**config.mk**
```make
export PLATFORM = sky130hd
export DESIGN_NAME = hysteresis_comparator_delayed
export DESIGN_NICKNAME = d
export VERILOG_FILES = /design/src/hw/rtl/hcd_pkg.sv /design/src/hw/rtl/hcd_step.sv /design/src/hw/rtl/hysteresis_comparator_delayed.sv
export SDC_FILE = /design/constraint.sdc
export NUM_CORES = 1
export LEC_CHECK = 0
export ABC_AREA = 1
export BUFFER_PORTS_ARGS = -buffer_cell sky130_fd_sc_hd__buf_4
export CORE_MARGIN = 5
export CORE_UTILIZATION = 58
export CTS_BUF_LIST = sky130_fd_sc_hd__clkbuf_16
export DETAILED_ROUTE_END_ITERATION = 16
export PLACE_DENSITY = 0.8
export SYNTH_ARGS = -nofsm -noshare
export SYNTH_HDL_FRONTEND = slang
export SYNTH_SLANG_ARGS = --single-unit
```
**constraint.sdc**
```tcl
create_clock -name i_clk -period 2.9 [get_ports i_clk]
set_clock_uncertainty 0.05 [all_clocks]
set_input_delay 0.87 -clock i_clk [delete_from_list [all_inputs] [get_ports i_clk]]
set_output_delay 0.87 -clock i_clk [all_outputs]
set_load 0.005 [all_outputs]
```
**src/hw/rtl/hcd_pkg.sv**
```systemverilog
// Package for the hysteresis comparator with debounce delay.
// Holds the register indexes, field widths and the configuration struct.
// Used by hcd_step, hysteresis_comparator_delayed and hcd_checker; depends on nothing.
`default_nettype none

package hcd_pkg;

    // Field widths.
    localparam int SAMPLE_W = 16;
    localparam int CNT_W    = 16;
    localparam int CFG_W    = 16;
    localparam int IDX_W    = 3;

    // Register indexes on the configuration port.
    localparam logic [IDX_W-1:0] REG_ENABLE   = 3'd0;
    localparam logic [IDX_W-1:0] REG_POLARITY = 3'd1;
    localparam logic [IDX_W-1:0] REG_UPPER    = 3'd2;
    localparam logic [IDX_W-1:0] REG_LOWER    = 3'd3;
    localparam logic [IDX_W-1:0] REG_DELAY    = 3'd4;

    // Polarity codes.
    localparam logic POL_RISING  = 1'b0;
    localparam logic POL_FALLING = 1'b1;

    // Saturation value of the delay counter.
    localparam logic [CNT_W-1:0] CNT_MAX = {CNT_W{1'b1}};

    // Configuration as seen by the step logic.
    typedef struct packed {
        logic                       enable;
        logic                       polarity;
        logic signed [SAMPLE_W-1:0] upper;
        logic signed [SAMPLE_W-1:0] lower;
        logic [CNT_W-1:0]           delay;
    } t_cfg;

endpackage

`default_nettype wire

```
**src/hw/rtl/hcd_step.sv**
```systemverilog
// Next-state logic of the comparator: band compare, counter and output flip.
// Purely combinational; uses hcd_pkg for widths and the configuration struct.
`default_nettype none

module hcd_step (
    input  var hcd_pkg::t_cfg                       i_cfg,
    input  wire logic signed [hcd_pkg::SAMPLE_W-1:0] i_sample,
    input  wire logic                                i_clear,
    input  wire logic                                i_level,
    input  wire logic [hcd_pkg::CNT_W-1:0]           i_count,
    output logic                                     o_level,
    output logic [hcd_pkg::CNT_W-1:0]                o_count
);

    logic                          use_upper;
    logic                          in_band;
    logic [hcd_pkg::CNT_W-1:0]     inc_count;

    // The upper threshold guards the band when the output would move toward
    // the polarity's active side from rest in rising mode, or back in falling.
    assign use_upper = (i_level ^ i_cfg.polarity) == hcd_pkg::POL_RISING;
    assign in_band   = use_upper ? (i_sample <= i_cfg.upper)
                                 : (i_sample >= i_cfg.lower);

    // Saturating increment of the delay counter.
    assign inc_count = (i_count == hcd_pkg::CNT_MAX) ? i_count
                                                     : i_count + {{(hcd_pkg::CNT_W-1){1'b0}}, 1'b1};

    // Clear and disable zero everything; an in-band sample clears the counter;
    // otherwise count and flip once the delay is reached.
    always_comb begin
        if (i_clear || !i_cfg.enable) begin
            o_level = 1'b0;
            o_count = '0;
        end else if (in_band) begin
            o_level = i_level;
            o_count = '0;
        end else begin
            o_count = inc_count;
            o_level = (inc_count >= i_cfg.delay) ? ~i_level : i_level;
        end
    end

endmodule

`default_nettype wire

```
**src/hw/rtl/hysteresis_comparator_delayed.sv**
```systemverilog
// Hysteresis comparator with debounce delay counter.
// An accepted input word passes through the input register and then the state register
// (which doubles as the result register); together they form a two-stage pipeline.
// Throughput: one word per cycle while the result channel is not stalled by i_ready.
// Reset (synchronous, active low) clears all configuration, the comparator
// output, the delay counter and both valid flags.
`default_nettype none

module hysteresis_comparator_delayed (
    input  wire logic                                i_clk,
    input  wire logic                                i_rst_n,
    // Configuration write port.
    input  wire logic                                i_cfg_wr_en,
    input  wire logic [hcd_pkg::IDX_W-1:0]           i_cfg_index,
    input  wire logic [hcd_pkg::CFG_W-1:0]           i_cfg_data,
    // Sample channel.
    input  wire logic                                i_valid,
    output logic                                     o_ready,
    input  wire logic signed [hcd_pkg::SAMPLE_W-1:0] i_sample,
    input  wire logic                                i_clear,
    // Result channel.
    output logic                                     o_valid,
    input  wire logic                                i_ready,
    output logic                                     o_level,
    output logic [hcd_pkg::CNT_W-1:0]                o_wait_count
);

    hcd_pkg::t_cfg                       r_cfg;
    logic                                r_in_valid;
    logic signed [hcd_pkg::SAMPLE_W-1:0] r_sample;
    logic                                r_clear;
    logic                                r_out_valid;
    logic                                r_level;
    logic [hcd_pkg::CNT_W-1:0]           r_count;
    logic                                n_level;
    logic [hcd_pkg::CNT_W-1:0]           n_count;
    logic                                advance;

    // Configuration registers.
    always_ff @(posedge i_clk) begin
        if (!i_rst_n) begin
            r_cfg <= '0;
        end else if (i_cfg_wr_en) begin
            case (i_cfg_index)
                hcd_pkg::REG_ENABLE:   r_cfg.enable   <= i_cfg_data[0];
                hcd_pkg::REG_POLARITY: r_cfg.polarity <= i_cfg_data[0];
                hcd_pkg::REG_UPPER:    r_cfg.upper    <= $signed(i_cfg_data);
                hcd_pkg::REG_LOWER:    r_cfg.lower    <= $signed(i_cfg_data);
                hcd_pkg::REG_DELAY:    r_cfg.delay    <= i_cfg_data;
                default: ;
            endcase
        end
    end

    // The input stage moves on when the result register is free or emptying.
    assign advance = r_in_valid && (!r_out_valid || i_ready);
    assign o_ready = !r_in_valid || advance;

    // Input register.
    always_ff @(posedge i_clk) begin
        if (!i_rst_n) begin
            r_in_valid <= 1'b0;
        end else if (o_ready) begin
            r_in_valid <= i_valid;
        end
    end

    always_ff @(posedge i_clk) begin
        if (i_valid && o_ready) begin
            r_sample <= i_sample;
            r_clear  <= i_clear;
        end
    end

    // Next-state computation.
    hcd_step u_step (
        .i_cfg    (r_cfg),
        .i_sample (r_sample),
        .i_clear  (r_clear),
        .i_level  (r_level),
        .i_count  (r_count),
        .o_level  (n_level),
        .o_count  (n_count)
    );

    // State register; it is updated only when a word moves into the result
    // stage, so it also holds the result until that word is taken.
    always_ff @(posedge i_clk) begin
        if (!i_rst_n) begin
            r_out_valid <= 1'b0;
            r_level     <= 1'b0;
            r_count     <= '0;
        end else begin
            if (advance) begin
                r_out_valid <= 1'b1;
                r_level     <= n_level;
                r_count     <= n_count;
            end else if (i_ready) begin
                r_out_valid <= 1'b0;
            end
        end
    end

    assign o_valid      = r_out_valid;
    assign o_level      = r_level;
    assign o_wait_count = r_count;

endmodule

`default_nettype wire

```
Word level (Yosys, flattened, before mapping) --
Index checks and enable logic that the tools add are counted.
Word-level totals: register bits 86, input port bits 41, output and inout bits 19, word-level logic and storage cells 49
Operators by class: $add $sub $neg 1, order comparisons 3, equal/unequal tests 6, muxes and demuxes 9, bitwise operators 2, reductions and logical operators 17
Operator list (count):
- 2-to-1 mux 16 bit | 3
- >= comparator 16 bit | 2
- adder 16 x 1 -> 16 bit, second input constant | 1
- equality test 16 bit, second input constant | 1
- less-or-equal comparator 16 bit | 1
- AND reduction 2 bit | 5
- equality test 3 x 2 -> 1 bit, second input constant | 2
- 2-to-1 mux 1 bit | 6
- nonzero test 2 bit | 2
- equality test 3 x 1 -> 1 bit, second input constant | 1
- equality test 3 bit, second input constant | 1
- zero test 1 bit | 3
- zero test 3 bit | 1
- logical OR 1 bit | 3
- AND reduction 3 bit | 1
- logical AND 1 bit | 2
- != test 2 bit, second input constant | 1
- NOT 1 bit | 1
- bitwise XOR 1 bit | 1

Logic depth before layout (Yosys ltp) --
depth after elaboration 6, depth in mapped cells 19, mapped depth without buffers 19

By module --
From an unflattened synthesis, not the netlist that was laid out.
Unflattened totals: cell total of the unflattened synthesis 752, area, all modules 5328.9 µm²
By module, submodules not included:
- hysteresis_comparator_delayed | times used 1, cells each 420, area each 3382.0 µm², sequential area each 1891.8 µm²
- hcd_step | times used 1, cells each 332, area each 1946.9 µm², sequential area each 0.0 µm²

Worst setup path after synthesis --
OpenSTA, ideal clock, no wires.
path kind register to register, start point register r_count (netlist bit o_wait_count[0]), end point register r_level (netlist: o_level), library setup time 0.115 ns, arrival time 2.166 ns, data required time 2.735 ns, slack 0.569 ns, stages on the path, launching flop included 16, path buffers 0, clock period less this slack 2.331 ns, cells stage by stage dfxtp_1 ha_1 nand2_1 nor3_4 nand4_2 clkinv_1 a21oi_2 xor2_1 ha_1 nand2_1 nor3_1 nand3_1 nand3_1 nand2_1 a21oi_1 nor2_1
Between the ends: cells in the longest elaborated chain, start to end 5, elaborated cells on any way between the ends 6, those cells by class 1 x add/sub; 1 x order compare; 1 x eq/ne; 1 x mux; 2 x reduce/logical
RTL lines:
- start, declared | line hysteresis_comparator_delayed.sv:34 | logic [hcd_pkg::CNT_W-1:0] r_count;
- start signal, assigned | line hysteresis_comparator_delayed.sv:97 | r_count <= n_count;
- adder 16 x 1 -> 16 bit / equality test 16 bit (equally long branches) | line hcd_step.sv:27, hcd_step.sv:26
- 2-to-1 mux 16 bit (*) | line hcd_step.sv:26 | assign inc_count = (i_count == hcd_pkg::CNT_MAX) ? i_count
- >= comparator 16 bit (*) | line hcd_step.sv:40 | o_level = (inc_count >= i_cfg.delay) ? ~i_level : i_level;
- nonzero test 2 bit (no line) (*)
- AND reduction 3 bit (no line) (*)
- end signal, assigned | line hysteresis_comparator_delayed.sv:96 | r_level <= n_level;
- end, declared | line hysteresis_comparator_delayed.sv:33 | logic r_level;
Mark *: on every way between the ends. The rest lies on a longest branch, timed or not. A chain may end at the register's enable or synchronous reset.

Final worst setup path --
Ends and elaborated chain as after synthesis.

==> metrics.yaml <==
min_path:
  min_path_cells: 2
  min_to: "r_cfg[30]"
  hold_start: "r_cfg[30]"
  hold_class: "reg -> reg"
drt:
  vias: 4152
  drc: 0
  finalWirelength_um: 10900
  wl_per_cell_um: 14.3
  drt_pass1_iterations: 4
  ant_nets: 0
  drt_iter0_markers: 207
  drt-vias-per-instance: 5.46
timing:
  setup_viol: 0
  hold_ws_ns: 0.409
  tightestPinTransition_ns: 0.845
  slew_headroom_pct: 43.6
  slew_violations: 0
  max_freq_mhz: 377
  fin_crit_ns: 2.66
  hold_violations: 0
  post-route-period-util_pct: 91.6
  setup_tns_ns: 0
pwr:
  total_leakage_power_uw: 0.00243
  ir_drop_mv: 0.293
  seqPwrFrac_pct: 46.6
  p_int_uw: 2060
  combPwrFrac_pct: 10.4
  power_frac_clock_pct: 43.1
  power.switching_uw: 685
  power_density_nw_per_um2: 496
  switching_share_pct: 25.0
finish:
  final_common_cell: "inv_1"
  antenna_cells: 0
  fin_nets: 743
  synthToLayoutAreaGrowth_pct: 17.9
  nFillCells: 597
  drive_gt1_share_pct: 16.4
  final_cell_mix: "92 x inv_1, 91 x nand2_1, 84 x a21oi_1"
yosys:
  synthCells: 597
  syn_nets: 687
  syn-cell-area_sq_um: 4690
  ys_seq_area_share_pct: 40.3
  yosysUniqueCellTypes: 31
  synth-async-reset-ratio_pct: 0
  yosysWarnings: 0
  synthFlopType: "dfxtp_1"
  synth_enable_flop_cells: 17
  syn_avg_cell_area_sq_um: 7.86
  synth-seq-cells: 86
clocking:
  cts_buffer_depth: 2
  h-tree-depth: 3
  clk_pin_slew_ns: 0.06
  insertion_delay_ns: 0.34
  cts_tree: "done"
  hold_buffers: 0
  cts.sinks: 86
  cts-root-buf: "clkbuf_16"
  cts_inserted_buffers: 9
setup_path:
  start_kind: "register"
  cp_max_fo: 6
  crit_type: "reg -> reg"
  r2r_setup_slack_ns: 0.24
  cp.arrival_ns: 2.84
  end_kind: "register"
  cp.required_ns: 3.08
  r2r-end: "o_level"
  reg2regPathDepth: 18
  r2r_start: "o_wait_count[0]"
global_routing:
  grt_use_total_pct: 22.7
  grt_pass1_vias: 4078
  grt_overflow: 0
  grt_pass1_wl_um: 18500
  antenna_found_initial: 0
  grt_max_degree: 33
floorplanning:
  fp-row-count: 32
  start_util_pct: 60.1
  die_height_um: 99.9
  fp.dieW_um: 99.9
  core_sq_um: 7810
  floorplan.io_pins: 60
  die_area_sq_um: 9990
outcome:
  status: "finished, final reports clean"
placed_design:
  port_buffers: 59
  dp_hpwl_um: 7860
  gp_congestion: 0.904
job:
  maxCapViolCount: 0
[final cells by class]
cell class              instances  area (sq um)  area share (%)
multi-input cells             394          2350            42.5
flip-flops and latches         86          1900            34.3
repair buffers                 65           488            8.82
inverters                      97           364            6.58
clock buffers                   9           225            4.07
well taps                     102           128            2.31
clock inverters                 7          81.3            1.47
[how the worst max path moves through the flow]
stage                    startpoint      end  slack [ns]
floorplan           o_wait_count[0]  o_level        0.57
global placement    o_wait_count[0]  o_level        0.39
detailed placement  o_wait_count[0]  o_level        0.24
CTS                 o_wait_count[0]  o_level        0.05
global route        o_wait_count[0]  o_level       -0.03
finish              o_wait_count[0]  o_level        0.24
[cells by family (layout without fill, tap and decap cells)]
group | Yosys count | in the layout | synth area share (%)
XOR/XNOR | 13 | 13 | 2.43
flip-flops | 86 | 86 | 40.3
AO/OA/AOI/OAI | 149 | 149 | 16.6
buffers and inverters | 117 | 178 | 9.90
adder cells (fa/ha/maj) | 49 | 49 | 13.1
AND/OR/NAND/NOR | 183 | 183 | 17.7
[power groups by stage]
stage	logic (uW)	registers [uW]	clock network, uW
after floorplan	182	1300	0
after global placement	265	1300	0
after detailed placement	277	1300	0
after CTS	282	1280	1190
after global routing	327	1280	1250
final	284	1280	1180
[metrics by stage]
| step | cells | worst slack [ns] | cell area (sq um) | utilization (%) | total power [uW] |
|---|---|---|---|---|---|
| 2_1_floorplan | 597 | 0.569 | 4690 | - | 1480 |
| 3_3_place_gp | 743 | 0.386 | 5200 | 66.6 | 1570 |
| 3_5_place_dp | 743 | 0.239 | 5200 | 66.6 | 1580 |
| 4_1_cts | 759 | 0.0518 | 5510 | 70.5 | 2750 |
| 5_1_grt | 760 | -0.0296 | 5530 | 70.8 | 2860 |
| 6_report | 760 | 0.245 | 5530 | 70.8 | 2740 |
[worst max-delay path: stages, from the launching register on]
cell and delay, ns:
dfxtp_2 0.39, ha_1 0.18, inv_1 0.08, nor3_4 0.16
nand2_2 0.11, nor2_4 0.17, nor2_1 0.09, a21oi_2 0.20
ha_1 0.30, a21oi_1 0.15, o21ai_0 0.12, nand2_1 0.08
o211ai_1 0.08, nand2_1 0.06, nand3_1 0.08, nand3_1 0.09
nand2_1 0.07, nand2_1 0.06, nor2_1 0.04
[cells in the mapped netlist (3+ instances only)]
library cell,count,area (sq um)
inv_1,92,345
nand2_2,12,75.1
inv_2,3,11.3
nor2_1,29,109
dfxtp_1,69,1380
nand3_1,33,165
o21bai_1,3,22.5
nand2_1,91,342
clkbuf_1,15,56.3
xor2_1,11,96.3
ha_1,49,613
edfxtp_1,17,510
o21ai_0,54,270
nand4_1,6,37.5
nor4_1,3,18.8
nor3_1,5,25.0
a21oi_1,85,425
[layer usage]
layer / wire length, um / part of all wire (%) / vias to the layer above / global-route usage, %
met5: 0 / 0 / - / 0
li1: - / - / 2085 / -
met2: 5260 / 48 / 129 / 37.6
met4: 319 / 2.9 / 0 / 9.14
met3: 563 / 5.2 / 27 / 4.10
met1: 4750 / 44 / 1911 / 29.4
[registers in the layout, indices dropped and copies added (netlist names)]
register and count:
o_valid 1, r_sample 16, r_cfg 50, o_wait_count 16, r_in_valid 1, o_level 1
r_clear 1
[what timing repair did]
item	CTS	global route
setup endpoints to repair	0	1
setup buffers	0	1
gates resized for setup	0	6
endpoints found under the hold margin	0	0
(Power assumes the default switching activity.)
